--- src/rtl/pmq_pkg.sv ---
// ----------------------------------------------------------------------------
// pmq_pkg
// Shared types and constants of the two-class priority message queue.
// ----------------------------------------------------------------------------
package pmq_pkg;

   // Port field widths fixed by the interface
   localparam int MSG_PORT_W  = 32;
   localparam int COUNT_W     = 7;
   localparam int LEN_REG_W   = 7;
   localparam int CSR_INDEX_W = 2;

   // Reset value of both ring length registers
   localparam logic [LEN_REG_W-1:0] LEN_RESET = 7'd64;

   // Register indexes on the configuration port
   localparam logic [CSR_INDEX_W-1:0] CSR_NORMAL_LENGTH   = 2'd0;
   localparam logic [CSR_INDEX_W-1:0] CSR_PRIORITY_LENGTH = 2'd1;

   // Request kinds as coded on req_tuser
   typedef enum logic [1:0] {
      REQ_PUSH_NORMAL   = 2'd0,
      REQ_PUSH_PRIORITY = 2'd1,
      REQ_RECEIVE       = 2'd2,
      REQ_PEEK          = 2'd3
   } req_kind_type;

   // Result status codes
   typedef enum logic [1:0] {
      STATUS_DONE   = 2'd0,
      STATUS_FAILED = 2'd1,
      STATUS_HELD   = 2'd2
   } status_type;

   // Classified command passed from the front end to the ring engine
   typedef struct packed {
      req_kind_type kind;
      logic         wait_flag;
   } cmd_type;

endpackage

--- src/rtl/pmq_ram.sv ---
// ----------------------------------------------------------------------------
// pmq_ram
// Generic single-write, single-read RAM with registered read data.
// ----------------------------------------------------------------------------
module pmq_ram #(
   parameter int WIDTH = 32,
   parameter int DEPTH = 64
) (
   input  logic                     clock,
   input  logic                     wr_en,
   input  logic [$clog2(DEPTH)-1:0] wr_addr,
   input  logic [WIDTH-1:0]         wr_data,
   input  logic                     rd_en,
   input  logic [$clog2(DEPTH)-1:0] rd_addr,
   output logic [WIDTH-1:0]         rd_data
);

   logic [WIDTH-1:0] mem_ff [DEPTH];
   logic [WIDTH-1:0] rd_data_ff;

   // Write port and registered read port
   always_ff @(posedge clock) begin
      if (wr_en) begin
         mem_ff[wr_addr] <= wr_data;
      end
      if (rd_en) begin
         rd_data_ff <= mem_ff[rd_addr];
      end
   end

   assign rd_data = rd_data_ff;

endmodule

--- src/rtl/pmq_front.sv ---
// ----------------------------------------------------------------------------
// pmq_front
// Request intake: decodes each transaction into a command and holds it in a
// two-entry queue until the ring engine takes it.
// ----------------------------------------------------------------------------
module pmq_front #(
   parameter int MSG_WIDTH = 32
) (
   input  logic                           clock,
   input  logic                           reset,
   input  logic                           req_tvalid,
   output logic                           req_tready,
   input  logic [1:0]                     req_type_code,
   input  logic [pmq_pkg::MSG_PORT_W-1:0] req_word,
   input  logic                           req_wait,
   output logic                           cmd_valid,
   output pmq_pkg::cmd_type               cmd,
   output logic [MSG_WIDTH-1:0]           cmd_word,
   input  logic                           cmd_pop
);

   localparam int WIDE_W = (MSG_WIDTH > pmq_pkg::MSG_PORT_W) ? MSG_WIDTH : pmq_pkg::MSG_PORT_W;

   pmq_pkg::cmd_type       q_cmd_ff  [2];
   logic [MSG_WIDTH-1:0]   q_word_ff [2];
   logic                   wr_ptr_ff, wr_ptr_in;
   logic                   rd_ptr_ff, rd_ptr_in;
   logic [1:0]             count_ff, count_in;
   logic                   push;
   logic                   pop;
   logic [WIDE_W-1:0]      word_wide;
   pmq_pkg::cmd_type       new_cmd;

   // Classify the incoming transaction
   assign word_wide         = WIDE_W'(req_word);
   assign new_cmd.kind      = pmq_pkg::req_kind_type'(req_type_code);
   assign new_cmd.wait_flag = req_wait;

   assign req_tready = (count_ff != 2'd2);
   assign push       = req_tvalid && req_tready;
   assign cmd_valid  = (count_ff != 2'd0);
   assign pop        = cmd_pop && cmd_valid;
   assign cmd        = q_cmd_ff[rd_ptr_ff];
   assign cmd_word   = q_word_ff[rd_ptr_ff];

   // Advance queue pointers and occupancy
   always_comb begin
      wr_ptr_in = push ? ~wr_ptr_ff : wr_ptr_ff;
      rd_ptr_in = pop ? ~rd_ptr_ff : rd_ptr_ff;
      count_in  = count_ff + {1'b0, push} - {1'b0, pop};
   end

   always_ff @(posedge clock) begin
      if (reset) begin
         wr_ptr_ff <= 1'b0;
         rd_ptr_ff <= 1'b0;
         count_ff  <= 2'd0;
      end else begin
         wr_ptr_ff <= wr_ptr_in;
         rd_ptr_ff <= rd_ptr_in;
         count_ff  <= count_in;
      end
   end

   // Store the command payload
   always_ff @(posedge clock) begin
      if (push) begin
         q_cmd_ff[wr_ptr_ff]  <= new_cmd;
         q_word_ff[wr_ptr_ff] <= word_wide[MSG_WIDTH-1:0];
      end
   end

endmodule

--- src/rtl/pmq_engine.sv ---
// ----------------------------------------------------------------------------
// pmq_engine
// Ring engine: holds the ring length registers, pointers and fills, carries
// out one command at a time against the two ring memories and registers the
// result until it is taken.
// ----------------------------------------------------------------------------
module pmq_engine #(
   parameter int RING_DEPTH = 64,
   parameter int MSG_WIDTH  = 32
) (
   input  logic                            clock,
   input  logic                            reset,
   input  logic                            csr_write,
   input  logic [pmq_pkg::CSR_INDEX_W-1:0] csr_index,
   input  logic [pmq_pkg::LEN_REG_W-1:0]   csr_data,
   input  logic                            cmd_valid,
   input  pmq_pkg::cmd_type                cmd,
   input  logic [MSG_WIDTH-1:0]            cmd_word,
   output logic                            cmd_pop,
   output logic                            rsp_valid,
   input  logic                            rsp_ready,
   output pmq_pkg::status_type             rsp_status,
   output logic [pmq_pkg::MSG_PORT_W-1:0]  rsp_msg,
   output logic                            rsp_from_priority,
   output logic [pmq_pkg::COUNT_W-1:0]     rsp_normal_count,
   output logic [pmq_pkg::COUNT_W-1:0]     rsp_priority_count
);

   localparam int PTR_W  = $clog2(RING_DEPTH);
   localparam int FILL_W = $clog2(RING_DEPTH + 1);
   localparam int CMP_W  = (FILL_W > pmq_pkg::LEN_REG_W) ? FILL_W : pmq_pkg::LEN_REG_W;
   localparam int WIDE_W = (MSG_WIDTH > pmq_pkg::MSG_PORT_W) ? MSG_WIDTH : pmq_pkg::MSG_PORT_W;
   localparam logic [CMP_W-1:0] DEPTH_CMP = CMP_W'(RING_DEPTH);
   localparam logic [CMP_W-1:0] ONE_CMP   = CMP_W'(1);

   typedef enum logic [1:0] {
      ST_DECIDE,
      ST_READ,
      ST_HOLD
   } state_type;

   state_type                         state_ff, state_in;
   logic [pmq_pkg::LEN_REG_W-1:0]     nlen_reg_ff, nlen_reg_in;
   logic [pmq_pkg::LEN_REG_W-1:0]     plen_reg_ff, plen_reg_in;
   logic [PTR_W-1:0]                  nrd_ptr_ff, nrd_ptr_in;
   logic [PTR_W-1:0]                  nwr_ptr_ff, nwr_ptr_in;
   logic [PTR_W-1:0]                  prd_ptr_ff, prd_ptr_in;
   logic [PTR_W-1:0]                  pwr_ptr_ff, pwr_ptr_in;
   logic [FILL_W-1:0]                 nfill_ff, nfill_in;
   logic [FILL_W-1:0]                 pfill_ff, pfill_in;
   logic                              sel_pri_ff, sel_pri_in;
   pmq_pkg::status_type               status_ff, status_in;
   logic [pmq_pkg::MSG_PORT_W-1:0]    msg_ff, msg_in;
   logic                              from_pri_ff, from_pri_in;
   logic [pmq_pkg::COUNT_W-1:0]       ncount_ff, ncount_in;
   logic [pmq_pkg::COUNT_W-1:0]       pcount_ff, pcount_in;

   logic [CMP_W-1:0]                  nlen;
   logic [CMP_W-1:0]                  plen;
   logic [CMP_W-1:0]                  nfill_cmp;
   logic [CMP_W-1:0]                  pfill_cmp;
   logic [CMP_W-1:0]                  nfill_next_cmp;
   logic [CMP_W-1:0]                  pfill_next_cmp;
   logic [WIDE_W-1:0]                 rd_wide;
   pmq_pkg::status_type               blocked;

   logic                              nram_we, pram_we;
   logic                              nram_re, pram_re;
   logic [MSG_WIDTH-1:0]              nram_rd_data, pram_rd_data;

   // Clamp a length register to 1..RING_DEPTH
   function automatic logic [CMP_W-1:0] eff_len(input logic [pmq_pkg::LEN_REG_W-1:0] reg_val);
      logic [CMP_W-1:0] wide;
      wide = CMP_W'(reg_val);
      if (reg_val == '0) begin
         return ONE_CMP;
      end else if (wide > DEPTH_CMP) begin
         return DEPTH_CMP;
      end
      return wide;
   endfunction

   // Step a ring pointer, wrapping at the effective length
   function automatic logic [PTR_W-1:0] advance(input logic [PTR_W-1:0] ptr,
                                                input logic [CMP_W-1:0] len);
      logic [CMP_W-1:0] nxt;
      nxt = CMP_W'(ptr) + ONE_CMP;
      if (nxt >= len) begin
         return '0;
      end
      return nxt[PTR_W-1:0];
   endfunction

   assign nlen      = eff_len(nlen_reg_ff);
   assign plen      = eff_len(plen_reg_ff);
   assign nfill_cmp = CMP_W'(nfill_ff);
   assign pfill_cmp = CMP_W'(pfill_ff);
   assign blocked   = cmd.wait_flag ? pmq_pkg::STATUS_HELD : pmq_pkg::STATUS_FAILED;
   assign rd_wide   = sel_pri_ff ? WIDE_W'(pram_rd_data) : WIDE_W'(nram_rd_data);
   assign nfill_next_cmp = CMP_W'(nfill_in);
   assign pfill_next_cmp = CMP_W'(pfill_in);

   // Next-state and result logic
   always_comb begin
      state_in    = state_ff;
      nlen_reg_in = nlen_reg_ff;
      plen_reg_in = plen_reg_ff;
      nrd_ptr_in  = nrd_ptr_ff;
      nwr_ptr_in  = nwr_ptr_ff;
      prd_ptr_in  = prd_ptr_ff;
      pwr_ptr_in  = pwr_ptr_ff;
      nfill_in    = nfill_ff;
      pfill_in    = pfill_ff;
      sel_pri_in  = sel_pri_ff;
      status_in   = status_ff;
      msg_in      = msg_ff;
      from_pri_in = from_pri_ff;
      cmd_pop     = 1'b0;
      nram_we     = 1'b0;
      pram_we     = 1'b0;
      nram_re     = 1'b0;
      pram_re     = 1'b0;

      // Take register writes
      if (csr_write) begin
         if (csr_index == pmq_pkg::CSR_NORMAL_LENGTH) begin
            nlen_reg_in = csr_data;
         end else if (csr_index == pmq_pkg::CSR_PRIORITY_LENGTH) begin
            plen_reg_in = csr_data;
         end
      end

      unique case (state_ff)
         ST_DECIDE: begin
            if (cmd_valid) begin
               cmd_pop     = 1'b1;
               status_in   = pmq_pkg::STATUS_DONE;
               msg_in      = '0;
               from_pri_in = 1'b0;
               state_in    = ST_HOLD;
               unique case (cmd.kind)
                  pmq_pkg::REQ_PUSH_NORMAL: begin
                     if (nfill_cmp < nlen) begin
                        nram_we    = 1'b1;
                        nwr_ptr_in = advance(nwr_ptr_ff, nlen);
                        nfill_in   = nfill_ff + FILL_W'(1);
                     end else begin
                        status_in = blocked;
                     end
                  end
                  pmq_pkg::REQ_PUSH_PRIORITY: begin
                     if (pfill_cmp < plen) begin
                        pram_we    = 1'b1;
                        pwr_ptr_in = advance(pwr_ptr_ff, plen);
                        pfill_in   = pfill_ff + FILL_W'(1);
                     end else begin
                        status_in = blocked;
                     end
                  end
                  pmq_pkg::REQ_RECEIVE: begin
                     if (pfill_ff != '0) begin
                        pram_re     = 1'b1;
                        prd_ptr_in  = advance(prd_ptr_ff, plen);
                        pfill_in    = pfill_ff - FILL_W'(1);
                        from_pri_in = 1'b1;
                        sel_pri_in  = 1'b1;
                        state_in    = ST_READ;
                     end else if (nfill_ff != '0) begin
                        nram_re    = 1'b1;
                        nrd_ptr_in = advance(nrd_ptr_ff, nlen);
                        nfill_in   = nfill_ff - FILL_W'(1);
                        sel_pri_in = 1'b0;
                        state_in   = ST_READ;
                     end else begin
                        status_in = blocked;
                     end
                  end
                  pmq_pkg::REQ_PEEK: begin
                     if (nfill_ff != '0) begin
                        nram_re    = 1'b1;
                        sel_pri_in = 1'b0;
                        state_in   = ST_READ;
                     end else begin
                        status_in = pmq_pkg::STATUS_FAILED;
                     end
                  end
                  default: begin
                     status_in = pmq_pkg::STATUS_FAILED;
                  end
               endcase
            end
         end
         ST_READ: begin
            msg_in   = rd_wide[pmq_pkg::MSG_PORT_W-1:0];
            state_in = ST_HOLD;
         end
         ST_HOLD: begin
            if (rsp_ready) begin
               state_in = ST_DECIDE;
            end
         end
         default: begin
            state_in = ST_DECIDE;
         end
      endcase

      ncount_in = nfill_next_cmp[pmq_pkg::COUNT_W-1:0];
      pcount_in = pfill_next_cmp[pmq_pkg::COUNT_W-1:0];
   end

   // Hold state, ring bookkeeping and the registered result
   always_ff @(posedge clock) begin
      if (reset) begin
         state_ff    <= ST_DECIDE;
         nlen_reg_ff <= pmq_pkg::LEN_RESET;
         plen_reg_ff <= pmq_pkg::LEN_RESET;
         nrd_ptr_ff  <= '0;
         nwr_ptr_ff  <= '0;
         prd_ptr_ff  <= '0;
         pwr_ptr_ff  <= '0;
         nfill_ff    <= '0;
         pfill_ff    <= '0;
      end else begin
         state_ff    <= state_in;
         nlen_reg_ff <= nlen_reg_in;
         plen_reg_ff <= plen_reg_in;
         nrd_ptr_ff  <= nrd_ptr_in;
         nwr_ptr_ff  <= nwr_ptr_in;
         prd_ptr_ff  <= prd_ptr_in;
         pwr_ptr_ff  <= pwr_ptr_in;
         nfill_ff    <= nfill_in;
         pfill_ff    <= pfill_in;
      end
      sel_pri_ff  <= sel_pri_in;
      status_ff   <= status_in;
      msg_ff      <= msg_in;
      from_pri_ff <= from_pri_in;
      ncount_ff   <= ncount_in;
      pcount_ff   <= pcount_in;
   end

   assign rsp_valid          = (state_ff == ST_HOLD);
   assign rsp_status         = status_ff;
   assign rsp_msg            = msg_ff;
   assign rsp_from_priority  = from_pri_ff;
   assign rsp_normal_count   = ncount_ff;
   assign rsp_priority_count = pcount_ff;

   // Ring storage
   pmq_ram #(
      .WIDTH (MSG_WIDTH),
      .DEPTH (RING_DEPTH)
   ) u_normal_ring (
      .clock   (clock),
      .wr_en   (nram_we),
      .wr_addr (nwr_ptr_ff),
      .wr_data (cmd_word),
      .rd_en   (nram_re),
      .rd_addr (nrd_ptr_ff),
      .rd_data (nram_rd_data)
   );

   pmq_ram #(
      .WIDTH (MSG_WIDTH),
      .DEPTH (RING_DEPTH)
   ) u_priority_ring (
      .clock   (clock),
      .wr_en   (pram_we),
      .wr_addr (pwr_ptr_ff),
      .wr_data (cmd_word),
      .rd_en   (pram_re),
      .rd_addr (prd_ptr_ff),
      .rd_data (pram_rd_data)
   );

endmodule

--- src/rtl/two_class_priority_message_fifo.sv ---
// ----------------------------------------------------------------------------
// two_class_priority_message_fifo
// Strict-priority message queue with a normal ring and a priority ring.
//
//   Channel  Direction  Handshake              Contents
//   req      in         req_tvalid/req_tready  push normal/priority, receive, peek
//   rsp      out        rsp_tvalid/rsp_tready  status, message, both fill counts
//   csr      in         csr_valid/csr_ready    ring length registers 0 and 1
//
// Requests enter a two-entry command queue and are served one at a time by
// the ring engine: a push or a blocked request goes from the decide state to
// the hold state, a receive or peek passes a read state for the registered
// ring read. Reset is synchronous, clears pointers and fills and sets both
// lengths to 64; no clearing pass is needed. While a result waits on rsp the
// command queue takes requests until full; csr writes are always accepted.
// ----------------------------------------------------------------------------
module two_class_priority_message_fifo #(
   parameter int RING_DEPTH = 64,
   parameter int MSG_WIDTH  = 32
) (
   input  logic        clock,
   input  logic        reset,
   // Request channel
   input  logic        req_tvalid,
   output logic        req_tready,
   input  logic [39:0] req_tdata,   // [31:0] msg_word, [32] wait_if_blocked, [39:33] zero
   input  logic [1:0]  req_tuser,   // [1:0] req_type
   // Result channel
   output logic        rsp_tvalid,
   input  logic        rsp_tready,
   output logic [47:0] rsp_tdata,   // [31:0] msg_out, [38:32] normal_count,
                                    // [45:39] priority_count, [47:46] zero
   output logic [2:0]  rsp_tuser,   // [1:0] status, [2] from_priority
   // Configuration channel
   input  logic        csr_valid,
   output logic        csr_ready,
   input  logic [1:0]  csr_index,
   input  logic [6:0]  csr_data
);

   pmq_pkg::cmd_type                 cmd;
   logic                             cmd_valid;
   logic                             cmd_pop;
   logic [MSG_WIDTH-1:0]             cmd_word;
   pmq_pkg::status_type              rsp_status;
   logic [pmq_pkg::MSG_PORT_W-1:0]   rsp_msg;
   logic                             rsp_from_priority;
   logic [pmq_pkg::COUNT_W-1:0]      rsp_normal_count;
   logic [pmq_pkg::COUNT_W-1:0]      rsp_priority_count;

   assign csr_ready = 1'b1;

   // Accept and classify requests
   pmq_front #(
      .MSG_WIDTH (MSG_WIDTH)
   ) u_front (
      .clock         (clock),
      .reset         (reset),
      .req_tvalid    (req_tvalid),
      .req_tready    (req_tready),
      .req_type_code (req_tuser),
      .req_word      (req_tdata[31:0]),
      .req_wait      (req_tdata[32]),
      .cmd_valid     (cmd_valid),
      .cmd           (cmd),
      .cmd_word      (cmd_word),
      .cmd_pop       (cmd_pop)
   );

   // Carry out commands against the rings
   pmq_engine #(
      .RING_DEPTH (RING_DEPTH),
      .MSG_WIDTH  (MSG_WIDTH)
   ) u_engine (
      .clock              (clock),
      .reset              (reset),
      .csr_write          (csr_valid && csr_ready),
      .csr_index          (csr_index),
      .csr_data           (csr_data),
      .cmd_valid          (cmd_valid),
      .cmd                (cmd),
      .cmd_word           (cmd_word),
      .cmd_pop            (cmd_pop),
      .rsp_valid          (rsp_tvalid),
      .rsp_ready          (rsp_tready),
      .rsp_status         (rsp_status),
      .rsp_msg            (rsp_msg),
      .rsp_from_priority  (rsp_from_priority),
      .rsp_normal_count   (rsp_normal_count),
      .rsp_priority_count (rsp_priority_count)
   );

   // Pack the result transaction
   assign rsp_tdata = {2'b00, rsp_priority_count, rsp_normal_count, rsp_msg};
   assign rsp_tuser = {rsp_from_priority, rsp_status};

endmodule
--- config.mk ---
export PLATFORM = sky130hd
export DESIGN_NAME = two_class_priority_message_fifo
export DESIGN_NICKNAME = d
export VERILOG_FILES = /design/src/rtl/pmq_pkg.sv /design/src/rtl/pmq_ram.sv /design/src/rtl/pmq_front.sv /design/src/rtl/pmq_engine.sv /design/src/rtl/two_class_priority_message_fifo.sv
export SDC_FILE = /design/constraint.sdc
export NUM_CORES = 2
export LEC_CHECK = 0
export BUFFER_PORTS_ARGS = -buffer_cell sky130_fd_sc_hd__buf_2
export CAP_MARGIN = 10
export CELL_PAD_IN_SITES_DETAIL_PLACEMENT = 1
export CELL_PAD_IN_SITES_GLOBAL_PLACEMENT = 1
export CORE_MARGIN = 2
export CORE_UTILIZATION = 48
export CTS_BUF_LIST = sky130_fd_sc_hd__clkbuf_4 sky130_fd_sc_hd__clkbuf_8 sky130_fd_sc_hd__clkbuf_16
export CTS_CLUSTER_DIAMETER = 50
export DETAILED_ROUTE_END_ITERATION = 16
export PLACE_DENSITY_LB_ADDON = 0.15
export SETUP_SLACK_MARGIN = 0.02
export SYNTH_ARGS = -nofsm -noshare
export SYNTH_HDL_FRONTEND = slang
export SYNTH_MEMORY_MAX_BITS = 65536
export SYNTH_SLANG_ARGS = --single-unit
--- constraint.sdc ---
create_clock -name clock -period 6.2 [get_ports clock]
set_input_delay 1.24 -clock clock [delete_from_list [all_inputs] [get_ports clock]]
set_output_delay 1.24 -clock clock [all_outputs]
set_load 0.005 [all_outputs]
==> out/qor.yml <==
hold_class: "in2reg"
yosysWarnings: 0
overflow: 0
fin_util_pct: 55.2
startpoint: "u_engine.nlen_reg_ff[6]"
cts_buffer_depth: 4
critPathMaxStageDelay_ps: 910
nets: 8064
cts_setup_buffers: 0
critPathMaxFanout: 24
dpl.cell_count: 12052
clkLatencyLatePin_ps: 1000
max-cap-violations: 0
final.setup.worst_slack_ps: 1270
r2r_setup_slack_ps: 1270
dr.pass1.iters: 7
p_per_area_nw_per_um2: 372
ant_nets: 0
outcome: "finished, final reports clean"
holdWs_ps: 444
ios: 110
dpl_cell_area_um2: 175000
synth_seq_cells: 4339
synth_area_um2: 167000
drc_errors: 0
first_iter_violations: 9026
post-route-period-util_pct: 79.5
num_rows: 216
grt_pass1_wl_um: 661000
cts_tree: "yes"
clock-sinks: 4339
synth_ff_type: "edfxtp_1"
area_delta_synth_final_pct: 14.6
worst_pin_slew_ps: 1300
p_leak_nw: 58.6
drive_gt1_share_pct: 29.3
final_common_cell: "edfxtp_1"
syn_inst: 7485
grt_max_degree: 100
critical_path_arrival_ps: 5610
synth_area_per_cell_um2: 22.3
cts_hold_buf: 0
grt.total_usage_pct: 26.7
portBuffers: 99
slew_violations: 0
wl_per_cell_um: 36.1
grt_pass1_vias: 85641
final-hold-violation-count: 0
critical_path.cell_chain: "inv_1 -> nand2_1 -> ha_1 -> a211oi_1 -> o22ai_1 -> o22ai_2 -> nand3_2 -> or4_1 -> nor2_4 -> buf_4"
root_buffer: "clkbuf_16"
cp-end-kind: "flip-flop"
post_cts_resized: 0
die_x_um: 593
design.core.area_um2: 346000
layout_common_cells: "edfxtp_1 (4266), mux4_2 (1024), clkbuf_16 (487)"
vias: 81735
htreeDepth: 5
clock.fmax_mhz: 203
viasPerCell: 6.30
async_flop_share_pct: 0
reg2reg_from: "u_engine.nlen_reg_ff[6]"
drt_wl_total_um: 468000
post-dp-hpwl_um: 278000
start_kind: "flip-flop"
rsz0062_at_grt: "no"
cp_slowest_cell: "or4_1"
antenna_found_initial: 28
clk_pin_slew_worst_paths_ps: 60
ys_seq_area_share_pct: 77.8
report.power.total_mw: 71.1
place.gp.congestion: 0.814
required_ps: 6880
min-delay-start: "req_tdata[7]"
worstSetupPathType: "reg2reg"
fin_crit_ps: 4930
pre_cts_ws_ps: 1310
dieArea_um2: 352000
fin_setup_tns_ps: 0
max-slew-margin-rel_pct: 13.2
die_h_um: 593
peakVddDrop_mv: 0.310
cts_made_buffers: 476
setup_viol: 0
ys_types: 78
fin_cells: 12967
synth_edf_count: 4266
skew_ps: 35.2
fin_area_um2: 191000
initial_utilization_pct: 48.2
critical path, delay by kind of cell, from the launching register on:
kind | cells | cell delay (ps)
AO/OA/AOI/OAI | 3 | 1020
adder cells (fa/ha/maj) | 1 | 330
buffers and inverters | 2 | 540
flip-flops | 1 | 340
AND/OR/NAND/NOR | 4 | 2360
registers in the layout (all words and copies together), names as in the netlist, named ones only:
| name | flops |
|---|---|
| u_engine.u_normal_ring.rd_data | 32 |
| u_engine.u_priority_ring.rd_data | 32 |
| u_engine.nrd_ptr_ff | 6 |
| u_engine.u_priority_ring.mem_ff | 2048 |
| u_engine.pfill_cmp | 7 |
| u_engine.rsp_msg | 32 |
| u_front.q_cmd_ff | 6 |
| u_engine.rsp_priority_count | 7 |
| u_engine.nwr_ptr_ff | 6 |
| u_engine.nfill_cmp | 7 |
| u_engine.rsp_from_priority | 1 |
| u_front.wr_ptr_ff | 1 |
| u_engine.pwr_ptr_ff | 6 |
| u_engine.state_ff | 2 |
| u_engine.nlen_reg_ff | 7 |
| u_engine.rsp_status | 2 |
| u_front.q_word_ff | 64 |
| u_front.rd_ptr_ff | 1 |
| u_engine.u_normal_ring.mem_ff | 2048 |
| u_engine.plen_reg_ff | 7 |
| u_engine.prd_ptr_ff | 6 |
| u_engine.sel_pri_ff | 1 |
| u_front.count_ff | 2 |
| u_engine.rsp_normal_count | 7 |
final timing paths:
kind                                           endpoint  cells after the start
setup / recovery  u_engine.u_normal_ring.mem_ff[26][31]                     10
setup reg to reg  u_engine.u_normal_ring.mem_ff[26][31]                     10
hold reg to reg                               flip-flop                      2
hold / removal                  u_front.q_word_ff[1][7]                      1
power by group:
| group | switching [mW] | leakage [nW] | internal [mW] | total, mW |
|---|---|---|---|---|
| clock network | 11.8 | 7.93 | 17.0 | 28.8 |
| registers | 0.170 | 39.0 | 35.7 | 35.8 |
| logic | 5.40 | 11.7 | 1.04 | 6.44 |
logic make-up (layout without fill, tap and decap cells):
family | Yosys count | in the layout | share of synthesized area [%]
DFF | 4339 | 4339 | 77.8
muxes | 1348 | 1348 | 15.8
AOI/OAI and AO/OA | 712 | 712 | 3.03
and+or+nand+nor | 543 | 543 | 1.58
buffers and inverters | 466 | 1345 | 1.30
adders and majority gates | 54 | 54 | 0.405
xor gates and xnor gates | 21 | 21 | 0.110
other | 2 | 27 | 0.00451
cell usage after synthesis (73+ instances only):
cell | number | share of area (%)
edfxtp_1 | 4266 | 77
a21oi_1 | 157 | 0.47
mux2i_1 | 288 | 1.7
clkbuf_1 | 179 | 0.40
nor2_1 | 233 | 0.52
a221oi_1 | 128 | 0.67
nand2_1 | 79 | 0.18
mux4_2 | 1024 | 14
buf_2 | 131 | 0.39
dfxtp_1 | 73 | 0.88
o21ai_0 | 119 | 0.36
o221ai_1 | 80 | 0.42
metal layers:
layer  global-route usage, %  up-vias  routed length [µm]
met5                       0        -                  17
met4                    10.5        2               19500
met3                    3.23      691               28400
met2                    43.6     3106              230000
met1                    37.1    45057              190000
li1                        -    32879                   -
area by class of cell:
type,count,area [µm²]
antenna,24,60.1
clock buffer,563,12800
clock inverter,326,3290
fill,29216,155000
inverter,36,138
multi-input combinational,2681,36100
sequential,4339,130000
tap,4578,5730
timing repair buffer,420,3260
Power figures use the tool's default switching activity.
